$ cat src/hdl/chol_pkg.sv
// Shared types and constants for the Cholesky factor block.
package chol_pkg;

  localparam int unsigned MaxOrder = 8;
  localparam int unsigned IdxW     = $clog2(MaxOrder);
  localparam int unsigned AddrW    = 2 * IdxW;
  localparam int unsigned Depth    = MaxOrder * MaxOrder;

  // Result status codes
  localparam logic [1:0] StatusOk       = 2'd0;
  localparam logic [1:0] StatusBadInput = 2'd1;
  localparam logic [1:0] StatusBadPivot = 2'd2;
  localparam logic [1:0] StatusUnused   = 2'd3;

  // Sequencer states, one-hot
  typedef enum logic [14:0] {
    StLoad    = 15'b000000000000001,
    StCkRd    = 15'b000000000000010,
    StCkCmp   = 15'b000000000000100,
    StFaRd    = 15'b000000000001000,
    StFaAcc   = 15'b000000000010000,
    StMacRd   = 15'b000000000100000,
    StMacMul  = 15'b000000001000000,
    StMacSub  = 15'b000000010000000,
    StFinish  = 15'b000000100000000,
    StDecide  = 15'b000001000000000,
    StIter    = 15'b000010000000000,
    StOutRd   = 15'b000100000000000,
    StOutLd   = 15'b001000000000000,
    StOutWait = 15'b010000000000000,
    StErrWait = 15'b100000000000000
  } state_e;

  // Request to the shared square-root / divide unit
  typedef struct packed {
    logic        start;
    logic        is_sqrt;
    logic [31:0] operand;
    logic [31:0] divisor;
  } iter_req_t;

endpackage

$ cat src/hdl/chol_iter.sv
// Shared bit-serial unit: floor square root of (x << 16) or Q16.16 divide.
module chol_iter
  import chol_pkg::*;
(
  input  logic        clk_i,
  input  logic        rst_ni,
  input  iter_req_t   req_i,
  output logic        done_o,
  output logic [31:0] result_o
);

  logic        busy_q, busy_d;
  logic        done_q, done_d;
  logic        sqrt_q, sqrt_d;
  logic        neg_q, neg_d;
  logic [5:0]  cnt_q, cnt_d;
  logic [47:0] work_q, work_d;
  logic [33:0] rem_q, rem_d;
  logic [47:0] res_q, res_d;
  logic [31:0] div_q, div_d;

  logic [31:0] mag;
  logic [33:0] rem_n, trial;
  logic        ge;
  logic        big;

  // Operand magnitude for the divide
  assign mag = req_i.operand[31] ? (~req_i.operand + 32'd1) : req_i.operand;

  // One result bit per cycle
  always_comb begin
    if (sqrt_q) begin
      rem_n = {rem_q[31:0], work_q[47:46]};
      trial = {res_q[31:0], 2'b01};
    end else begin
      rem_n = {rem_q[32:0], work_q[47]};
      trial = {2'b00, div_q};
    end
    ge = (rem_n >= trial);
  end

  always_comb begin
    busy_d = busy_q;
    done_d = 1'b0;
    sqrt_d = sqrt_q;
    neg_d  = neg_q;
    cnt_d  = cnt_q;
    work_d = work_q;
    rem_d  = rem_q;
    res_d  = res_q;
    div_d  = div_q;
    if (req_i.start) begin
      busy_d = 1'b1;
      sqrt_d = req_i.is_sqrt;
      neg_d  = req_i.operand[31];
      cnt_d  = req_i.is_sqrt ? 6'd23 : 6'd47;
      work_d = req_i.is_sqrt ? {req_i.operand, 16'h0000} : {mag, 16'h0000};
      rem_d  = '0;
      res_d  = '0;
      div_d  = req_i.divisor;
    end else if (busy_q) begin
      rem_d  = ge ? (rem_n - trial) : rem_n;
      res_d  = {res_q[46:0], ge};
      work_d = sqrt_q ? {work_q[45:0], 2'b00} : {work_q[46:0], 1'b0};
      cnt_d  = cnt_q - 6'd1;
      if (cnt_q == 6'd0) begin
        busy_d = 1'b0;
        done_d = 1'b1;
      end
    end
  end

  always_ff @(posedge clk_i or negedge rst_ni) begin
    if (!rst_ni) begin
      busy_q <= 1'b0;
      done_q <= 1'b0;
    end else begin
      busy_q <= busy_d;
      done_q <= done_d;
    end
  end

  always_ff @(posedge clk_i) begin
    sqrt_q <= sqrt_d;
    neg_q  <= neg_d;
    cnt_q  <= cnt_d;
    work_q <= work_d;
    rem_q  <= rem_d;
    res_q  <= res_d;
    div_q  <= div_d;
  end

  // Quotient clamp and sign
  assign big = |res_q[47:31];
  always_comb begin
    if (sqrt_q) begin
      result_o = res_q[31:0];
    end else if (neg_q) begin
      result_o = big ? 32'h8000_0000 : (~res_q[31:0] + 32'd1);
    end else begin
      result_o = big ? 32'h7FFF_FFFF : res_q[31:0];
    end
  end

  assign done_o = done_q;

endmodule

$ cat config.mk
export PLATFORM = sky130hd
export DESIGN_NAME = chol_iter
export DESIGN_NICKNAME = d
export VERILOG_FILES = /design/src/hdl/chol_pkg.sv /design/src/hdl/chol_iter.sv
export SDC_FILE = /design/constraint.sdc
export NUM_CORES = 1
export LEC_CHECK = 0
export ABC_AREA = 1
export BUFFER_PORTS_ARGS = -buffer_cell sky130_fd_sc_hd__buf_4
export CORE_UTILIZATION = 30
export CTS_CLUSTER_DIAMETER = 50
export CTS_CLUSTER_SIZE = 16
export DETAILED_ROUTE_END_ITERATION = 16
export SYNTH_ARGS = -nofsm -noshare
export SYNTH_HDL_FRONTEND = slang
export SYNTH_SLANG_ARGS = --single-unit
$ cat constraint.sdc
create_clock -name clk_i -period 3.5 [get_ports clk_i]
set_input_delay 0.7 -clock clk_i [delete_from_list [all_inputs] [get_ports clk_i]]
set_output_delay 0.7 -clock clk_i [all_outputs]
set_load 0.01 [all_outputs]
==> reports/qor.txt, run 1 <==
DRT
-------------------------------------------------------------------------------------
Via count                                                                       11335
DRT antenna net count                                                               0
Drt first pass iters                                                                5
Initial DRC Count                                                                 958
Post-route DRC violation count                                                      0
Via density per instance                                                         5.11
Average wire per cell in the routed design                                    16.2 um
Routed wire length                                                           35900 um

PLACEMENT
-------------------------------------------------------------------------------------
Hpwl dp                                                                      27300 um
Total of buffers placed on input and output ports                                 100
Cell total after placement                                                       2182
Gpl congestion                                                                  0.936
Placed Instance Area                                                      0.0123 mm^2
Worst setup slack after placement                                              340 ps

TIMING
-------------------------------------------------------------------------------------
Number of hold violations in the final report                                       0
Clock period minus worst slack                                                3320 ps
Top achievable clock speed                                                    301 MHz
Clock Skews                                                                   10.8 ps
Max-Slew Margin vs Limit                                                        35.6%
Final setup margin                                                             177 ps
Ratio of final minimum period to clock period                                   94.9%
Number of setup violations in the final report                                      0
Slew @ Worst Pin                                                               964 ps
Number of max-slew violations in the final report                                   0

SETUP PATH
-------------------------------------------------------------------------------------
Arrival time reported for the critical path endpoint                          2620 ps
Crit end category                                                          output pin
Setup slack of the most critical reg-to-reg path                               270 ps
RR Endpoint                                                              rem_q[23]$_SDFFE_PP0P_
Crit-path max FO                                                                   38
Crit path to                                                             result_o[19]
Crit Path Class                                                          flop to output pin
Depth of the worst register-to-register path                                       19
Required time of the worst setup path                                         2800 ps
Crit path launch type                                                            flop
Critical path startpoint                                                 sqrt_q$_DFFE_PP_
Critical register-to-register path startpoint                            sqrt_q$_DFFE_PP_

OUTCOME
-------------------------------------------------------------------------------------
Result of the run                                                        finished, final reports clean

DIE
-------------------------------------------------------------------------------------
Vertical extent of the die                                                     194 um
Top-Level Pins                                                                    101
Die width                                                                      194 um
Die area                                                                  0.0375 mm^2
Standard cell core area                                                   0.0359 mm^2
Total number of placement rows                                                     69
Initial core utilization                                                        30.7%

CELLS AND AREA
-------------------------------------------------------------------------------------
Final standard cell utilization of the core                                     36.0%
Antenna diode instance count                                                        0
Final cell count without fillers                                                 2218
Fraction of final layout cells sized beyond drive strength 1                    11.4%
Fill cell total of the finished layout                                           3889
Relative area change from synthesis to final layout                             17.3%
Net count of the finished layout                                                 1850
Area of all placed cells without fillers                                  0.0129 mm^2

CTS
-------------------------------------------------------------------------------------
Clock tree from TritonCTS                                                        done
Deepest level of the CTS H-tree                                                     4
Clock Sink Count                                                                  155
Clk buf depth                                                                       2
Number of buffers added by the clock tree synthesis step                           17
Clock latency reported for the late side of the worst-skew pair                450 ps
CTS clk-pin slew, worst paths                                                   70 ps
CTS Root Cell                                                               clkbuf_16

YOSYS
-------------------------------------------------------------------------------------
Share of synthesized area occupied by flip-flops and latches                    34.8%
Share of the synthesized area in the top cell type                              19.6%
Xor and xnor area share after synthesis                                         3.26%
Mean post-synth cell area                                                   6.65 um^2
Yosys Warn Count                                                                    0
Most area-consuming cells after synthesis                                edfxtp_1, dfxtp_1, nand2_1, inv_1, o21ai_0
Count of state elements after synthesis                                           155
Proportion of synthesized flip-flops having asynchronous set or reset           1.29%
Multiplexer share of the synthesized area                                          0%
Area leader, netlist                                                         edfxtp_1
Compound-cell area share of the yosys netlist                                   17.0%
Area of the mapped netlist                                                0.0110 mm^2
Post-synth cell types                                                              45
EDFF count, synth                                                                  72
Gate Count Post-Synth                                                            1660
Main synth FF type                                                            dfxtp_1
Nets in the synthesized netlist                                                  1766
Main combinational cell family by area after synthesis                   simple AND/OR/NAND/NOR gates
Post-synthesis share of cell area spent on and, or, nand and nor gates          29.8%
Fraction of the mapped netlist area in adder cells                              4.38%

PWR
-------------------------------------------------------------------------------------
Internal Dissipation                                                          4590 uW
Switching fraction of total power                                               44.1%
Tot Pwr                                                                       8220 uW
Combinational share of power                                                    49.7%
Cell Pwr Density                                                          635 mW/mm^2
Part of the total power dissipated in the clock network                         22.1%
Seq pwr share                                                                   28.2%
Switching pwr                                                                 3630 uW
Worst vdd ir                                                               0.000392 V
Static Leak                                                                0.00621 uW

GLOBAL ROUTE
-------------------------------------------------------------------------------------
Antenna violations before repair                                                    0
Pin count of the biggest net entering global routing                               78
First-pass GRT wire length                                                   56500 um
All-Layer GR Usage                                                              19.0%
Vias in the first global route                                                  10680
Grt total ovfl                                                                      0

HOLD PATH
-------------------------------------------------------------------------------------
Hold crit path type                                                      input pin to flop

JOB
-------------------------------------------------------------------------------------
Max-cap violation count                                                             0

worst max-delay path, stage by stage, from the launching register on:
cell	delay [ps]
edfxtp_1	450
buf_4	190
clkbuf_16	200
nor2_1	610
nand2_1	240
nand2_1	120
xor2_1	160
inv_1	60
buf_4	140
cells in the final DEF, fill, tap and decap left out, types with 26 or more instances in the layout:
cell | Yosys | final
nor3_1 | 26 | 26
a21oi_1 | 68 | 68
dfxtp_1 | 81 | 81
inv_1 | 234 | 233
o21ai_0 | 161 | 161
o22ai_1 | 60 | 60
buf_4 | 1 | 122
nand3_1 | 113 | 113
ha_1 | 37 | 37
edfxtp_1 | 72 | 72
nor2_1 | 159 | 158
nand2_1 | 428 | 428
layer usage:
layer | up-vias | track usage [%] | routed length [um]
li1 | 5645 | - | -
met1 | 5263 | 25.0 | 16500
met2 | 372 | 30.4 | 16100
met3 | 55 | 4.49 | 2410
met4 | 0 | 6.22 | 934
met5 | - | 0 | 0
synthesized netlist by cell type, types with 2 or more instances:
master and n:
nand2_1 428, a21boi_0 12, clkinv_1 2, nand3_1 113, o32ai_1 3, clkbuf_1 46
nor4_1 4, nor3_1 26, a21oi_1 68, o21ai_0 161, buf_6 4, nand3b_1 3
xor2_1 21, o21bai_1 4, inv_2 6, edfxtp_1 72, buf_2 8, dfxtp_1 81
o22ai_1 60, ha_1 37, o21ai_1 4, o211ai_2 2, nor2_1 159, a21o_1 3
nand4_1 21, o31ai_1 12, inv_1 234, xnor2_1 20, nand2_2 6, buf_1 4
dfrtp_1 2, nor2_2 6, or2_2 15, a31oi_1 2
stage by stage:
stage | hold WS (ps) | setup TNS, ps
global placement | 449 | 0
finish | 427 | 0
global route | 402 | -17.5
CTS | 0.177 | 0
floorplan | 404 | 0
detailed placement | 451 | 0
power by group through the flow:
stage | clock network [uW] | registers, uW | logic, uW
floorplan | 0 | 2300 | 2910
global placement | 0 | 2350 | 4020
detailed placement | 0 | 2340 | 4030
CTS | 1850 | 2310 | 4050
global route | 1930 | 2340 | 4590
finish | 1820 | 2320 | 4080
registers in the layout (all words and copies together) (netlist names):
signal / count
busy_q: 1
cnt_q: 6
div_q: 32
done_o: 1
neg_q: 1
rem_q: 33
res_q: 48
sqrt_q: 1
work_q: 32
cells by family after synthesis:
kind of cell,after synthesis
AND/OR/NAND/NOR,785
AO/OA/AOI/OAI,336
buffers and inverters,305
flip-flops,155
XOR/XNOR,41
adder cells (fa/ha/maj),38
area by class of cell:
type | instances | area [um^2] | share of cell area, %
well taps | 461 | 577 | 4.46
clock buffers | 18 | 439 | 3.39
flip-flops and latches | 155 | 3830 | 29.6
multi-input cells | 1200 | 6010 | 46.5
clock inverters | 14 | 130 | 1.01
inverters | 242 | 913 | 7.06
repair buffers | 128 | 1030 | 7.97
what timing repair did:
action / 4_1_cts / 5_1_grt
endpoints found under the setup margin: 0 / 8
hold buffers: 0 / 1
hold endpoints to repair: 0 / 2
buffers inserted: 0 / 2
gates resized for setup: 0 / 1
worst min path at each step:
stage / from / end / slack, ps / cells after the start
3_3_place_gp: rem_q[14]$_SDFFE_PP0P_ / rem_q[14]$_SDFFE_PP0P_ / 450 / 2
6_report: req_i[11] / div_q[11]$_DFFE_PP_ / 430 / 1
5_1_grt: req_i[6] / div_q[6]$_DFFE_PP_ / 400 / 1
2_1_floorplan: rst_ni / busy_q$_DFF_PN0_ / 400 / 0
4_1_cts: rst_ni / done_o$_DFF_PN0_ / 0.2 / 1
3_5_place_dp: rem_q[14]$_SDFFE_PP0P_ / rem_q[14]$_SDFFE_PP0P_ / 450 / 2
Note: power is estimated with default switching activity, not from simulation.
==> inputs of run 2 (changes only) <==
==> constraint.sdc (replaced) <==
create_clock -name clk_i -period 3.5 [get_ports clk_i]
set_input_delay 0.175 -clock clk_i [delete_from_list [all_inputs] [get_ports clk_i]]
set_output_delay 0.175 -clock clk_i [all_outputs]
set_load 0.01 [all_outputs]
==> run 2 against run 1 <==
Register-to-register slack got worse by 40 ps. Clock power grew 12%. Utilization up 1.2 points. Fmax is 1.5% higher. Die area did not move. Flip-flop and latch count is the same. Largest power group unchanged. Via count grew 1.2%. Highest routed layer unchanged. Routed wire length rose by 1.9%.
==> reports/qor.txt, run 2 (synthesized netlist as in run 1, its figures left out) <==
PLACEMENT
----------------------------------------------------------------------------------
Placed Instance Area                                                   0.0124 mm^2   was 0.0123 mm^2
Total of buffers placed on input and output ports                              100   unchanged
Hpwl dp                                                                   27600 um   was 27300 um
Gpl congestion                                                                1.00   was 0.936

GLOBAL ROUTE
----------------------------------------------------------------------------------
Vias in the first global route                                               10950   was 10680
First-pass GRT wire length                                                57600 um   was 56500 um
Pin count of the biggest net entering global routing                            72   was 78
All-Layer GR Usage                                                           19.4%   was 19.0%
Antenna violations before repair                                                 1   was 0
Grt total ovfl                                                                   0   unchanged

TIMING
----------------------------------------------------------------------------------
Number of setup violations in the final report                                   0   unchanged
Slew @ Worst Pin                                                            951 ps   was 964 ps
Setup_tns                                                                     0 ps   unchanged
Max-Slew Margin vs Limit                                                     36.5%   was 35.6%
Ratio of final minimum period to clock period                                93.5%   was 94.9%
Clock Skews                                                                20.2 ps   was 10.8 ps
Clock period minus worst slack                                             3270 ps   was 3320 ps
Number of hold violations in the final report                                    0   unchanged
RSZ-0062 raised after global routing                                            no
Top achievable clock speed                                                 305 MHz   was 301 MHz
Number of max-slew violations in the final report                                0   unchanged

SETUP PATH
----------------------------------------------------------------------------------
CP max-delay cell                                                         edfxtp_1   was nor2_1
Crit end category                                                             flop   was output pin
Slowest cell delay on critical path                                         450 ps   was 610 ps
Crit path launch type                                                         flop   unchanged
Required time of the worst setup path                                      3830 ps   was 2800 ps
Critical path's top delay family                                      simple AND/OR/NAND/NOR gates   unchanged
Crit Path Class                                                       flop to flop   was flop to output pin
Crit-path max FO                                                                52   was 38
Worst path cell trace                                                 buf_12 > buf_4 > o21ai_0 > inv_1 > ha_1 > nand2_1 > nor2_1 > nand2_1 > nor2_2 > nand2_1 > nand3_1 > nor2_2 > nand2_2 > buf_6 > nand3_1 > nand3_1 > nand2_1   was buf_4 > clkbuf_16 > nor2_1 > nand2_1 > nand2_1 > xor2_1 > inv_1 > buf_4
Most used cell, CP                                                         nand2_1
Critical path buffers and inverters                                              4   unchanged
Arrival time reported for the critical path endpoint                       3610 ps   was 2620 ps

CELLS AND AREA
----------------------------------------------------------------------------------
Fill cell total of the finished layout                                        3848   was 3889
Net count of the finished layout                                              1890   was 1850
Biggest regs                                                          res_q: 48 flops, rem_q: 33 flops   unchanged
Most common cell after layout, fill and taps aside                         nand2_1   unchanged
Relative area change from synthesis to final layout                          21.3%   was 17.3%
Register with the most flip-flops                                            res_q   unchanged
Most frequent cells in the layout                                     nand2_1, inv_1, o21ai_0, nor2_1, buf_4   unchanged
Flip-flop count of the largest register, all copies and words added             48   unchanged
Fraction of final layout cells sized beyond drive strength 1                 11.5%   was 11.4%
Area of all placed cells without fillers                               0.0134 mm^2   was 0.0129 mm^2

OUTCOME
----------------------------------------------------------------------------------
Result of the run                                                     finished, final reports clean   unchanged

DRT
----------------------------------------------------------------------------------
Via count                                                                    11466   was 11335
Initial DRC Count                                                              886   was 958
Average wire per cell in the routed design                                 16.2 um   about the same
Post-route DRC violation count                                                   0   unchanged
Routed wire length                                                        36600 um   was 35900 um
DRT antenna net count                                                            0   unchanged
Via density per instance                                                      5.08   was 5.11
Drt first pass iters                                                             7   was 5

CTS
----------------------------------------------------------------------------------
Deepest level of the CTS H-tree                                                  4   unchanged
Number of buffers added by the clock tree synthesis step                        17   unchanged
Number of buffers added for setup after CTS                                      0   unchanged
Clock tree from TritonCTS                                                     done   unchanged
CTS clk-pin slew, worst paths                                                80 ps   was 70 ps
Clk buf depth                                                                    2   unchanged
Clock latency reported for the late side of the worst-skew pair             450 ps   about the same
CTS Root Cell                                                            clkbuf_16   unchanged
Clock Sink Count                                                               155   unchanged

DIE
----------------------------------------------------------------------------------
Total number of placement rows                                                  69   unchanged
Standard cell core area                                                0.0359 mm^2   unchanged
Top-Level Pins                                                                 101   unchanged
Die width                                                                   194 um   unchanged
Die area                                                               0.0375 mm^2   unchanged
Initial core utilization                                                     30.7%   unchanged
Vertical extent of the die                                                  194 um   unchanged

HOLD PATH
----------------------------------------------------------------------------------
Hold crit path type                                                   input pin to async pin   was input pin to flop

PWR
----------------------------------------------------------------------------------
Worst vdd ir                                                            0.000384 V   was 0.000392 V
Static Leak                                                             0.00640 uW   was 0.00621 uW
Cell Pwr Density                                                       637 mW/mm^2   was 635 mW/mm^2

JOB
----------------------------------------------------------------------------------
Max-cap violation count                                                          0   unchanged

==> run 2: path summary, 6_finish.rpt <==
path | startpoint | end | slack, ps | cells after the start
setup / recovery | sqrt_q$_DFFE_PP_ | rem_q[29]$_SDFFE_PP0P_ | 230 | 17
hold reg to reg | rem_q[31]$_SDFFE_PP0P_ | rem_q[31]$_SDFFE_PP0P_ | 460 | 2
max in group asynchronous | rst_ni | busy_q$_DFF_PN0_ | 3380 | 2
setup reg to reg | sqrt_q$_DFFE_PP_ | rem_q[29]$_SDFFE_PP0P_ | 230 | 17
min in group clk_i | req_i[61] | work_q[45]$_DFFE_PP_ | 70 | 3
hold / removal | rst_ni | done_o$_DFF_PN0_ | 40 | 2
==> run 2: where the power goes <==
| group | total, uW | internal, uW | switching (uW) |
|---|---|---|---|
| Sequential | 2320 | 2170 | 151 |
| Combinational | 4160 | 1520 | 2650 |
| Clock | 2030 | 1110 | 927 |
| Total | 8520 | 4790 | 3730 |
==> run 2: repair_timing <==
action / CTS / global route
endpoints found under the setup margin: 0 / 13
gates resized for setup: 0 / 2
hold buffers: 36 / 0
hold endpoints to repair: 37 / 0
==> run 2: layer usage <==
metal / wire, um / vias to the layer above / track usage, %
met4: 1260 / 0 / 8.03
li1: - / 5722 / -
met5: 0 / - / 0
met3: 2500 / 69 / 3.48
met2: 16100 / 422 / 30.7
met1: 16700 / 5253 / 25.9
==> run 2: metrics by stage <==
step / power [uW] / util [%] / hold slack [ps] / worst slack [ps] / std cells
after floorplan: 5210 / - / -121 / 496 / 1660
after global placement: 6410 / 34.5 / -41.8 / 200 / 2190
after detailed placement: 6410 / 34.5 / -41.0 / 215 / 2190
after CTS: 8500 / 37.2 / 19.7 / 192 / 2258
after global routing: 9150 / 37.2 / 18.7 / 2.82 / 2259
final: 8520 / 37.2 / 38.4 / 226 / 2259
==> run 2: final cells by class <==
cell class	count	area, um^2	area share (%)
Antenna cell	1	2.50	0.0187
Tap cell	461	577	4.31
Sequential cell	155	3830	28.7
Inverter	242	910	6.80
Clock buffer	17	425	3.18
Clock inverter	15	211	1.58
Multi-Input combinational cell	1200	6010	44.9
Timing Repair Buffer	168	1410	10.5
